--- config.mk ---
export PLATFORM = sky130hd
export DESIGN_NAME = cte_div
export DESIGN_NICKNAME = d
export VERILOG_FILES = /design/src/cte_pkg.sv /design/src/cte_div.sv
export SDC_FILE = /design/constraint.sdc
export NUM_CORES = 1
export LEC_CHECK = 0
export ABC_AREA = 1
export BUFFER_PORTS_ARGS = -buffer_cell sky130_fd_sc_hd__buf_2
export CAP_MARGIN = 30
export CORE_MARGIN = 10
export CORE_UTILIZATION = 57
export DETAILED_ROUTE_END_ITERATION = 6
export GPL_TIMING_DRIVEN = 0
export PLACE_DENSITY = 0.88
export SLEW_MARGIN = 20
export SYNTH_ARGS = -nofsm -noshare
export SYNTH_HDL_FRONTEND = slang
export SYNTH_SLANG_ARGS = --single-unit
--- constraint.sdc ---
create_clock -name clk -period 2.69 [get_ports clk]
set_input_delay 0 -clock clk [delete_from_list [all_inputs] [get_ports clk]]
set_output_delay 0 -clock clk [all_outputs]
set_load 0.1 [all_outputs]
--- src/cte_pkg.sv ---
// ----------------------------------------------------------------------------
// Column threshold edge finder: shared package
// Field widths, register map, default depth and the divider request word.
// ----------------------------------------------------------------------------
package cte_pkg;

	// Default column buffer depth in samples.
	localparam int MAX_ROWS_DEF = 1024;

	// Payload field widths.
	localparam int PIX_W  = 8;
	localparam int COL_W  = 12;
	localparam int OFS_W  = 12;
	localparam int ROW_W  = 10;
	localparam int FRAC_W = 8;

	// Threshold in 1/16 units, signed: covers -4095 .. 4080.
	localparam int THR_W = 14;

	// Divider operands: numerator and denominator in 1/16 units.
	localparam int NUM_W = 12;

	// Samples in the qualifying window: outside pixel plus three inside.
	localparam int WIN_LEN = 4;

	// Register map.
	localparam int PADDR_W = 3;
	localparam int PDATA_W = 32;
	localparam logic [PADDR_W-1:0] ADDR_BRIGHTNESS_OFFSET = 3'd0;

	// Request word handed to the fraction divider.
	typedef struct packed {
		logic [NUM_W-1:0] num;
		logic [NUM_W-1:0] den;
	} div_req_t;

endpackage

--- src/cte_div.sv ---
// ----------------------------------------------------------------------------
// Fraction divider
// Restoring division giving floor(num * 256 / den), one quotient bit a cycle.
// ----------------------------------------------------------------------------
module cte_div (
	input  logic                      clk,
	input  logic                      arst_n,
	input  logic                      start,
	input  cte_pkg::div_req_t         req,
	output logic                      done_q,
	output logic [cte_pkg::FRAC_W-1:0] quo_q
);

	localparam int RW = cte_pkg::NUM_W + 1;
	localparam int CNT_W = $clog2(cte_pkg::FRAC_W + 1);

	logic [RW-1:0]               rem_q;
	logic [cte_pkg::NUM_W-1:0]   den_q;
	logic [CNT_W-1:0]            cnt_q;
	logic                        run_q;
	logic [RW-1:0]               rem_sh;
	logic                        take;

	// The numerator is always below the denominator, so the remainder
	// fits in NUM_W bits and its doubled value in one more.
	always_comb begin
		rem_sh = {rem_q[RW-2:0], 1'b0};
		take   = rem_sh >= {1'b0, den_q};
	end

	// Iteration control and datapath.
	always_ff @(posedge clk or negedge arst_n) begin
		if (!arst_n) begin
			run_q  <= 1'b0;
			done_q <= 1'b0;
			cnt_q  <= '0;
		end else begin
			done_q <= 1'b0;
			if (start) begin
				run_q <= 1'b1;
				cnt_q <= '0;
				rem_q <= {1'b0, req.num};
				den_q <= req.den;
			end else if (run_q) begin
				rem_q <= take ? (rem_sh - {1'b0, den_q}) : rem_sh;
				quo_q <= {quo_q[cte_pkg::FRAC_W-2:0], take};
				cnt_q <= cnt_q + CNT_W'(1);
				if (cnt_q == CNT_W'(cte_pkg::FRAC_W - 1)) begin
					run_q  <= 1'b0;
					done_q <= 1'b1;
				end
			end
		end
	end

endmodule

## Yosys cells after proc, flatten, opt, wreduce, memory -nomap -nowiden

Cells that the tools add are included.

| storage, ports and cells | value |
|---|---|
| flip-flop bits (word level) | 39 |
| output and inout port bits | 9 |
| logic and storage cells | 27 |

| operators by class | value |
|---|---|
| equality and inequality tests | 1 |
| bitwise logic cells | 1 |
| reductions and logical operators | 4 |
| $lt $le $gt $ge | 1 |
| add/sub/neg operators | 2 |
| mux-type cells | 11 |

Operators with widths:

| kind | number |
|---|---|
| 13-bit two-way mux | 2 |
| 13-bit by 12-bit greater-or-equal comparator with 1-bit output | 1 |
| 13-bit by 12-bit subtractor with 13-bit output | 1 |
| 12-bit two-way mux | 1 |
| 4-bit two-way mux | 2 |
| 1-bit two-way mux | 6 |
| 4-bit by 1-bit adder with 4-bit output (second input constant) | 1 |
| 4-bit by 3-bit equality test with 1-bit output (second input constant) | 1 |
| 2-bit AND reduction | 2 |
| 3-bit AND reduction | 1 |
| 2-bit nonzero test | 1 |
| 1-bit inverter | 1 |

## Depth between registers and ports, before layout

Gate-level depths: netlist of run 1.

| depth | value |
|---|---|
| depth after elaboration | 4 |
| mapped depth | 12 |

## Worst setup path after synthesis of run 1

Ideal clock, no wire load.

| path | value |
|---|---|
| path type | reg2reg |
| start point | register rem_q[7] |
| end point | register rem_q[4] (data pin) |
| path slack | 0.764 ns |
| stages on the path, launching flop included | 11 |
| clock period less this slack | 1.926 ns |
| path buffers | 1 |
| arrival time | 1.672 ns |
| data required time | 2.436 ns |
| cells stage by stage | edfxtp_1 ha_1 nand2_2 inv_1 nand2_1 nand2_2 a21oi_4 nand3_4 buf_12 nor2_2 o21ai_2 |

| between the ends | value |
|---|---|
| longest elaborated chain between the ends | 4 |

RTL lines:

| item | RTL line | source |
|---|---|---|
| start, declared | cte_div.sv:17 | `logic [RW-1:0] rem_q;` |
| start signal, assigned | cte_div.sv:42 | `rem_q <= {1'b0, req.num};` |
| start signal, assigned | cte_div.sv:45 | `rem_q <= take ? (rem_sh - {1'b0, den_q}) : rem_sh;` |
| 13-bit by 12-bit greater-or-equal comparator with 1-bit output | cte_div.sv:28 | `take = rem_sh >= {1'b0, den_q};` |
| via take | cte_div.sv:22 | `logic take;` |
| 13-bit two-way mux | cte_div.sv:45 |  |
| 13-bit two-way mux | cte_div.sv:44 | `end else if (run_q) begin` |
| 12-bit two-way mux | cte_div.sv:39 | `if (start) begin` |

The timed path passes the listed nets, and every way through them passes these cells. The select of a mux whose other input is x is not followed.
A chain may end at the register's enable or synchronous reset.

## Worst setup path after layout of run 1

Ends and elaborated chain as after synthesis.

==> results.sh, run 1 <==
export IMPL_via_count=2143
export IMPL_grt_pass1_wl_mm=10.5
export IMPL_hp_class="in -> reg"
export IMPL_rows=23
export IMPL_cts_root_buffer="clkbuf_8"
export IMPL_gp_congestion=0.890
export IMPL_dr_pass1_iters=6
export IMPL_layout_drive_gt1_share_pct=19.7
export IMPL_syn_to_final_growth_pct=22.2
export IMPL_grt_pass1_vias=2261
export IMPL_r2r_slack_ns=0.32
export IMPL_cts_resized=0
export IMPL_clock_sinks=38
export IMPL_synth_flop_cell="edfxtp_1"
export IMPL_avgRoutedWirePerCell_um=15.9
export IMPL_fin_area_um2=2930
export IMPL_yosysSeqAreaShare_pct=46.4
export IMPL_endpoint_kind="register"
export IMPL_yosys_warnings=0
export IMPL_start_util_pct=59.5
export IMPL_synth_area_leader_cell="edfxtp_1"
export IMPL_fin_crit_sh_pct=88.3
export IMPL_worstReg2RegEnd="rem_q[4]"
export IMPL_fin_skew_ns=0.00308
export IMPL_holdPathStages=3
export IMPL_worst_pin_slew_ns=0.630
export IMPL_rsz0062_at_grt="false"
export IMPL_dieArea_um2=7200
export IMPL_cap_violations=0
export IMPL_cts_htree_levels=2
export IMPL_drt_antenna_violating_nets=0
export IMPL_hold_violations=0
export IMPL_arrival_ns=2.43
export IMPL_synth_edff_count=32
export IMPL_clkSlewWorstSetupHoldPaths_ns=0.07
export IMPL_synth_nets=323
export IMPL_setup_viol=0
export IMPL_crit_type="reg -> reg"
export IMPL_cts_tree="done"
export IMPL_syn_inst=282
export IMPL_timing_rr_start="rem_q[7]"
export IMPL_via_per_inst=5.43
export IMPL_status="finished clean"
export IMPL_antenna_cells=0
export IMPL_fin_crit_ns=2.37
export IMPL_synth_common_cells="79 x nand2_1, 52 x inv_1, 32 x edfxtp_1"
export IMPL_nNetsFinal=385
export IMPL_grt_max_degree=13
export IMPL_min_to="rem_q[0]"
export IMPL_drtIter0Drc=177
export IMPL_synthArstFlopShare_pct=15.8
export IMPL_grtUsageTotal_pct=17.8
export IMPL_syn_area_per_cell_um2=8.50
export IMPL_fp_coreArea_um2=4030
export IMPL_die_y_um=84.8
export IMPL_yosysUniqueCellTypes=29
export IMPL_cts_setup_buffers=0
export IMPL_die_w_um=84.8
export IMPL_cts_buffers=5
export IMPL_startpoint_type="register"
export IMPL_power_leakage_nw=1.48
export IMPL_synth_top_area_share_pct=40.1
export IMPL_drv_slew=0
export IMPL_power_per_cell_area_nw_per_um2=615
export IMPL_critPathRequiredTime_ns=2.74
export IMPL_crit_fanout=10
export IMPL_maxClockFrequency_mhz=421
export IMPL_wirelength_mm=6.27
export IMPL_syn_area_um2=2400
export IMPL_portBuffers=34
export IMPL_ir_worst_vdd_mv=0.526
export IMPL_synth_area_top_cells="edfxtp_1 40%, nand2_1 12%, inv_1 8.1%"
export IMPL_dp_hpwl_mm=4.14
export IMPL_total_power_mw=1.80
export IMPL_synth_most_common_cell="nand2_1"
export IMPL_clock_path_buffers=2
export IMPL_hold_start="req[12]"
export IMPL_hold_buffers=20
export IMPL_insertion_delay_ns=0.29
export IMPL_yosys_register_bits=38
export IMPL_placed_area_um2=2640
export IMPL_grt_overflow_total=0
export IMPL_setup_tns_ns=0
export IMPL_io_pins=36
export IMPL_drc=0
export IMPL_r2r_cells=10
export IMPL_antenna_found_initial=0
export IMPL_relSlewSlack_pct=57.9
## metal layers
metal	global-route usage (%)	vias to the layer above	wire length, um
li1	-	1031	-
met2	32.0	93	3300
met3	3.15	11	359
met5	0	-	0
met1	19.9	1008	2480
met4	7.78	0	129
## per-stage QoR
stage	cells	worst slack [ns]	hold WS (ns)	util [%]
detailed placement	367	0.476	-0.155	65.4
global placement	366	0.529	-0.162	65.2
global route	395	0.242	0.0305	72.7
finish	395	0.316	0.00461	72.7
floorplan	282	0.764	-0.296	-
CTS	395	0.456	0.000305	72.7
## layout by cell type, fill, tap and decap left out, types with 4 or more instances in the layout
cell type,n
nand2_1,79
inv_1,52
buf_2,34
edfxtp_1,32
nor2_1,20
dlygate4sd3_1,20
nand3_1,19
ha_1,13
nand4_1,11
nand3_2,7
a21oi_1,6
clkbuf_8,6
dfrtp_1,6
nand2_2,4
nor3_1,4
## final cells by class
class / instances / area, um^2
Buffer: 4 / 35.0
Fill cell: 281 / 1100
Sequential cell: 38 / 1110
Clock buffer: 7 / 86.3
Tap cell: 50 / 62.6
Multi-Input combinational cell: 185 / 1040
Inverter: 55 / 206
Clock inverter: 1 / 5.00
Timing Repair Buffer: 55 / 378
## power by group
part           total, mW  leakage [nW]  internal [mW]  switching [mW]
logic              0.630          1.05          0.229           0.401
registers          0.757         0.381          0.716          0.0411
clock network      0.412        0.0482          0.207           0.205
## cell families after synthesis
logic type | after synthesis | synth area share, %
adder cells (fa/ha/maj) | 14 | 7.62
buffers and inverters | 59 | 10.1
AO/OA/AOI/OAI | 16 | 4.39
AND/OR/NAND/NOR | 151 | 30.1
flip-flops | 38 | 46.4
XOR/XNOR | 4 | 1.46
## worst max-delay path by stage
stage / startpoint / endpoint / cells past startpoint
after floorplan: rem_q[7] / rem_q[4] / 10
after global placement: rem_q[7] / rem_q[4] / 10
after detailed placement: rem_q[7] / rem_q[4] / 10
after CTS: rem_q[7] / rem_q[4] / 10
after global routing: rem_q[7] / rem_q[4] / 10
final: rem_q[7] / rem_q[4] / 10
## critical path, stage by stage (launching register included)
cell and delay (ns):
edfxtp_1 0.43, ha_1 0.42, nand2_1 0.15, nand2_1 0.10, inv_1 0.08, nand2_2 0.07, a21oi_4 0.31, nand3_4 0.20
buf_12 0.20, nor2_2 0.10, o21ai_2 0.07
## flip-flops by register name, indices dropped and copies added, names as in the netlist
signal  flops
run_q       1
cnt_q       4
quo_q       8
den_q      12
done_q      1
rem_q      12
(Power assumes the default switching activity.)
==> run 2, diff against run 1 <==
--- a/config.mk
+++ b/config.mk
@@ -5,11 +5,11 @@
 export SDC_FILE = /design/constraint.sdc
 export NUM_CORES = 1
 export LEC_CHECK = 0
-export ABC_AREA = 1
 export BUFFER_PORTS_ARGS = -buffer_cell sky130_fd_sc_hd__buf_2
 export CAP_MARGIN = 30
 export CORE_MARGIN = 10
-export CORE_UTILIZATION = 57
+export CORE_UTILIZATION = 56
+export CTS_CLUSTER_DIAMETER = 120
 export DETAILED_ROUTE_END_ITERATION = 6
 export GPL_TIMING_DRIVEN = 0
 export PLACE_DENSITY = 0.88
==> run 2 against run 1 <==
Net effect: critical path depth shrank 3; combinational power shrank 7.5%; highest routed layer unchanged; critical path type unchanged; sequential power is 2% lower; final cell count is 27% lower.
==> results.sh, run 2 <==
export IMPL_status="finished clean"
export IMPL_drt_antenna_violating_nets=0
export IMPL_ir_worst_vdd_mv=0.357
export IMPL_yosysSeqAreaShare_pct=52.7
export IMPL_maxClockFrequency_mhz=405
export IMPL_fin_ws_ns=0.218
export IMPL_top_regs="den_q: 12 flops, rem_q: 12 flops, quo_q: 8 flops"
export IMPL_cts_tree="done"
export IMPL_cts_buffers=5
export IMPL_syn_inst=184
export IMPL_fp_coreArea_um2=3660
export IMPL_dieArea_um2=6620
export IMPL_power_leakage_nw=1.11
export IMPL_antenna_cells=0
export IMPL_cts_htree_levels=2
export IMPL_clkSlewWorstSetupHoldPaths_ns=0.07
export IMPL_regArea_um2=1110
export IMPL_yosys_warnings=0
export IMPL_fill_cells=262
export IMPL_rows=22
export IMPL_multiInputGateArea_um2=905
export IMPL_layout_drive_gt1_share_pct=20.7
export IMPL_drc=0
export IMPL_grt_max_degree=13
export IMPL_drv_slew=0
export IMPL_grtUsageTotal_pct=15.3
export IMPL_cts_root_buffer="clkbuf_8"
export IMPL_critPathRequiredTime_ns=2.73
export IMPL_synth_area_top_cells="edfxtp_1 46%, ha_1 7.7%, dfrtp_1 7.1%"
export IMPL_dp_hpwl_mm=3.45
export IMPL_synth_edff_count=32
export IMPL_finish_utilization_pct=71.1
export IMPL_dr_pass1_iters=4
export IMPL_die_w_um=81.3
export IMPL_fin_area_um2=2600
export IMPL_synth_common_cells="32 x edfxtp_1, 15 x inv_1, 13 x ha_1, 13 x nand2_1, 12 x nor2_1"
export IMPL_insertion_delay_ns=0.29
export IMPL_worst_pin_slew_ns=0.623
export IMPL_setup_tns_ns=0
export IMPL_drtIter0Drc=126
export IMPL_cts_setup_buffers=0
export IMPL_nNetsFinal=282
export IMPL_hp_class="in -> reg"
export IMPL_gp_congestion=0.836
export IMPL_placed_area_um2=2340
export IMPL_endpoint_kind="register"
export IMPL_synth_area_leader_cell="edfxtp_1"
export IMPL_wirelength_mm=4.83
export IMPL_syn_area_per_cell_um2=11.5
export IMPL_relSlewSlack_pct=58.5
export IMPL_cap_violations=0
export IMPL_fin_crit_sh_pct=91.9
export IMPL_yosys_register_bits=38
export IMPL_avgRoutedWirePerCell_um=16.6
export IMPL_rsz0062_at_grt="false"
export IMPL_synth_flop_cell="edfxtp_1"
export IMPL_synthArstFlopShare_pct=15.8
export IMPL_startpoint_type="register"
export IMPL_grt_pass1_vias=1740
export IMPL_via_count=1628
export IMPL_crit_type="reg -> reg"
export IMPL_antenna_found_initial=0
export IMPL_hold_violations=0
export IMPL_io_pins=36
export IMPL_arrival_ns=2.51
export IMPL_die_y_um=81.3
export IMPL_final_cell_mix="36 x buf_2, 32 x edfxtp_1, 15 x inv_1, 15 x dlygate4sd3_1"
export IMPL_syn_to_final_growth_pct=23.5
export IMPL_via_per_inst=5.61
export IMPL_crit_fanout=10
export IMPL_synth_nets=225
export IMPL_grt_pass1_wl_mm=7.86
export IMPL_grt_overflow_total=0
export IMPL_clock_path_buffers=2
export IMPL_layout_commonest_cell="buf_2"
export IMPL_power_per_cell_area_nw_per_um2=693
export IMPL_setup_viol=0
export IMPL_clock_sinks=38
export IMPL_fin_crit_ns=2.47
export IMPL_syn_area_um2=2110
export IMPL_yosysUniqueCellTypes=40
export IMPL_synth_most_common_cell="edfxtp_1"
export IMPL_place_ws_ns=0.273
export IMPL_synth_top_area_share_pct=45.6
export IMPL_fin_skew_ns=0.00227
export IMPL_start_util_pct=57.6
export IMPL_portBuffers=35
[run 2: cell count changes after synthesis, sizes merged, moves of 4 or more]
cell    change
nand2      -72
nand4       -9
mux2i       +4
nand3      -24
inv        -39
xor2        +6
a32oi       +6
nand2b      +5
nor2       -12
[run 2: worst paths after layout]
check | endpoint | startpoint | cells after the start | slack, ns
worst max-delay path | rem_q[6] | rem_q[5] | 7 | 0.22
worst min-delay path | rem_q[7] | req[19] | 3 | 0.004
worst max register to register | rem_q[6] | rem_q[5] | 7 | 0.22
worst min register to register | quo_q[2] | quo_q[1] | 0 | 0.45
max in group asynchronous | run_q | arst_n | 2 | 2.45
min in group asynchronous | cnt_q[1] | arst_n | 2 | 0.07
[run 2: stage by stage]
stage          std cells  total power [mW]  hold WS [ns]
2_1_floorplan        184              1.19        -0.296
3_3_place_gp         267              1.28        -0.153
3_5_place_dp         267              1.31        -0.148
4_1_cts              290              1.79       0.00412
5_1_grt              290              1.89        0.0150
6_report             290              1.80       0.00440
[run 2: logic make-up after synthesis]
family	after synthesis	synth area share [%]
muxes	4	1.90
xor gates and xnor gates	11	4.57
buffers and inverters	22	4.33
adders and majority gates	14	8.67
and+or+nand+nor	54	13.2
DFF	38	52.7
AOI/OAI and AO/OA	41	14.5
[run 2: worst max-delay path: stages (launching register included)]
cell and delay (ns):
edfxtp_1 0.40, ha_1 0.38, a211oi_1 0.32, o21ai_1 0.17
nand2b_4 0.17, o21ai_4 0.33, nand2b_1 0.32, o21ai_1 0.12
[run 2: area by class of cell]
cell class / instances / area share [%]
plain buffers: 6 / 1.20
flip-flops and latches: 38 / 42.7
well taps: 48 / 2.31
clock inverters: 3 / 1.54
clock buffers: 5 / 2.65
repair buffers: 50 / 12.5
inverters: 16 / 2.31
multi-input cells: 124 / 34.8
[run 2: timing repair]
action | in CTS | in global routing
hold buffers | 15 | 0
hold endpoints to repair | 20 | 0
resized for setup | 0 | 0
[run 2: metal layers]
metal	vias up	routed length (um)	GRT usage, %	part of all wire, %
met2	55	2370	25.5	49
met5	-	0	0	0
li1	793	-	-	-
met1	767	1990	16.9	41
met4	0	97	6.06	2.0
met3	13	364	6.29	7.5
[run 2: power breakdown]
group          switching [mW]  internal [mW]
Combinational           0.347          0.236
Clock                   0.203          0.273
Sequential             0.0298          0.714
==> run 3, diff against run 2 <==
--- a/config.mk
+++ b/config.mk
@@ -7,7 +7,7 @@
 export LEC_CHECK = 0
 export BUFFER_PORTS_ARGS = -buffer_cell sky130_fd_sc_hd__buf_2
 export CAP_MARGIN = 30
-export CORE_MARGIN = 10
+export CORE_MARGIN = 8
 export CORE_UTILIZATION = 56
 export CTS_CLUSTER_DIAMETER = 120
 export DETAILED_ROUTE_END_ITERATION = 6
==> run 3 against run 2 <==
Net effect: sequential share of layout area decreased by 0.89 points; via count increased by 2.5%; final cell count increased by 1.7%; global-route usage increased by 1.4 points; critical path depth unchanged; first-iteration DRC count decreased by 10%; hold slack improved by 0.0074 ns; non-clock buffer count increased by 5.
==> results.sh, run 3 (synthesized netlist as in run 2, its figures left out) <==
export IMPL_status="finished clean"
export IMPL_crit_type="reg -> reg"
export IMPL_layout_drive_gt1_share_pct=20.2
export IMPL_startpoint_type="register"
export IMPL_fin_crit_ns=2.48
export IMPL_setup_tns_ns=0
export IMPL_nNetsFinal=287
export IMPL_fin_area_um2=2660
export IMPL_avgRoutedWirePerCell_um=15.9
export IMPL_worst_pin_slew_ns=0.609
export IMPL_cts_tree="done"
export IMPL_via_per_inst=5.65
export IMPL_arrival_ns=2.52
export IMPL_drc=0
export IMPL_cts_htree_levels=2
export IMPL_finish_utilization_pct=73.1
export IMPL_cts_buffers=5
export IMPL_rows=22
export IMPL_maxClockFrequency_mhz=403
export IMPL_drt_antenna_violating_nets=0
export IMPL_layout_commonest_cell="buf_2"
export IMPL_dp_hpwl_mm=3.29
export IMPL_grtUsageTotal_pct=16.6
export IMPL_endpoint_kind="register"
export IMPL_top_regs="den_q: 12 flops, rem_q: 12 flops, quo_q: 8 flops"
export IMPL_clock_path_buffers=2
export IMPL_multiInputGateArea_um2=905
export IMPL_cts_resized=0
export IMPL_drv_slew=0
export IMPL_hold_violations=0
export IMPL_crit_fanout=10
export IMPL_io_pins=36
export IMPL_cap_violations=0
export IMPL_holdWs_ns=0.0118
export IMPL_fp_coreArea_um2=3630
export IMPL_start_util_pct=58.0
export IMPL_grt_overflow_total=0
export IMPL_cts_setup_buffers=0
export IMPL_critical_path_max_stage_delay_ns=0.41
export IMPL_die_y_um=77.3
export IMPL_dp_cells=267
export IMPL_clkSlewWorstSetupHoldPaths_ns=0.08
export IMPL_dieArea_um2=5980
export IMPL_place_ws_ns=0.292
export IMPL_final_cell_mix="36 x buf_2, 32 x edfxtp_1, 20 x dlygate4sd3_1, 15 x inv_1"
export IMPL_setup_viol=0
export IMPL_grt_pass1_vias=1715
export IMPL_cp_cell_sequence="ha_1 -> a21oi_1 -> nand2_1 -> o21a_1 -> o21ai_4 -> nand2b_1 -> o21ai_1"
export IMPL_syn_to_final_growth_pct=26.1
export IMPL_gp_congestion=0.868
export IMPL_regArea_um2=1110
export IMPL_via_count=1668
export IMPL_grt_max_degree=14
export IMPL_path_delay_family="compound AO/OA/AOI/OAI gates"
export IMPL_critPathBufInv=0
export IMPL_ir_worst_vdd_mv=0.476
export IMPL_relSlewSlack_pct=59.4
export IMPL_rsz0062_at_grt="false"
export IMPL_wirelength_mm=4.70
export IMPL_portBuffers=35
export IMPL_intPower_mw=1.23
export IMPL_hp_class="in -> reg"
export IMPL_fin_skew_ns=0.0136
export IMPL_power_per_cell_area_nw_per_um2=684
export IMPL_die_w_um=77.3
export IMPL_grt_pass1_wl_mm=7.85
export IMPL_fin_ws_ns=0.207
export IMPL_critPathRequiredTime_ns=2.73
export IMPL_drtIter0Drc=113
export IMPL_critPathSlowestCell="edfxtp_1"
export IMPL_comb_power_share_pct=32.4
export IMPL_fill_cells=257
export IMPL_clock_sinks=38
export IMPL_fin_crit_sh_pct=92.3
export IMPL_pwr_share_seq_pct=41.0
export IMPL_power_leakage_nw=1.12
export IMPL_antenna_cells=0
export IMPL_fin_cells=295
export IMPL_p_switching_mw=0.586
export IMPL_hold_buffers=20
export IMPL_clockPowerShare_pct=26.6
export IMPL_placed_area_um2=2340
export IMPL_total_power_mw=1.82
export IMPL_insertion_delay_ns=0.30
export IMPL_p_sw_share_pct=32.3
export IMPL_dr_pass1_iters=4
export IMPL_antenna_found_initial=0
export IMPL_cts_root_buffer="clkbuf_8"
-- run 3: cell types whose count changed in the layout (fill, tap and decap cells not counted), sizes merged --
cell,delta
clkinvlp,+2
dlygate4sd3,+5
clkinv,-2
-- run 3: path summary, 6_finish.rpt --
path,start,end,slack (ns),cells past startpoint
worst min-delay path,req[12],rem_q[0],0.01,3
worst max-delay path,rem_q[3],rem_q[6],0.21,7
max in group asynchronous,arst_n,run_q,2.46,2
worst min register to register,quo_q[4],quo_q[5],0.45,0
min in group asynchronous,arst_n,done_q,0.06,2
worst max register to register,rem_q[3],rem_q[6],0.21,7
-- run 3: power groups by stage --
stage               logic (mW)  registers (mW)  clock network, mW
finish                   0.589           0.744              0.483
floorplan                0.391           0.795                  0
detailed placement       0.553           0.756                  0
global placement         0.534           0.753                  0
CTS                      0.580           0.743              0.489
global route             0.644           0.750              0.511
-- run 3: cell type report --
type | count | share of cell area (%)
sequential | 38 | 41.8
multi-input combinational | 124 | 34.1
timing repair buffer | 55 | 14.1
clock buffer | 5 | 2.59
inverter | 16 | 2.26
tap | 48 | 2.26
clock inverter | 3 | 1.70
buffer | 6 | 1.18
-- run 3: worst register-to-register path, stage by stage, from the launching register on --
cell	delay, ns
edfxtp_1	0.41
ha_1	0.37
a21oi_1	0.31
nand2_1	0.09
o21a_1	0.22
o21ai_4	0.37
nand2b_1	0.34
o21ai_1	0.12
-- run 3: layer usage --
metal  global-route usage [%]  vias to the layer above  wire length, um  share of wire (%)
li1                         -                      803                -                  -
met1                     18.6                      775             1880                 40
met2                     26.0                       79             2250                 48
met3                     5.76                       11              431                9.2
met4                     11.7                        0              134                2.9
met5                        0                        -                0                  0
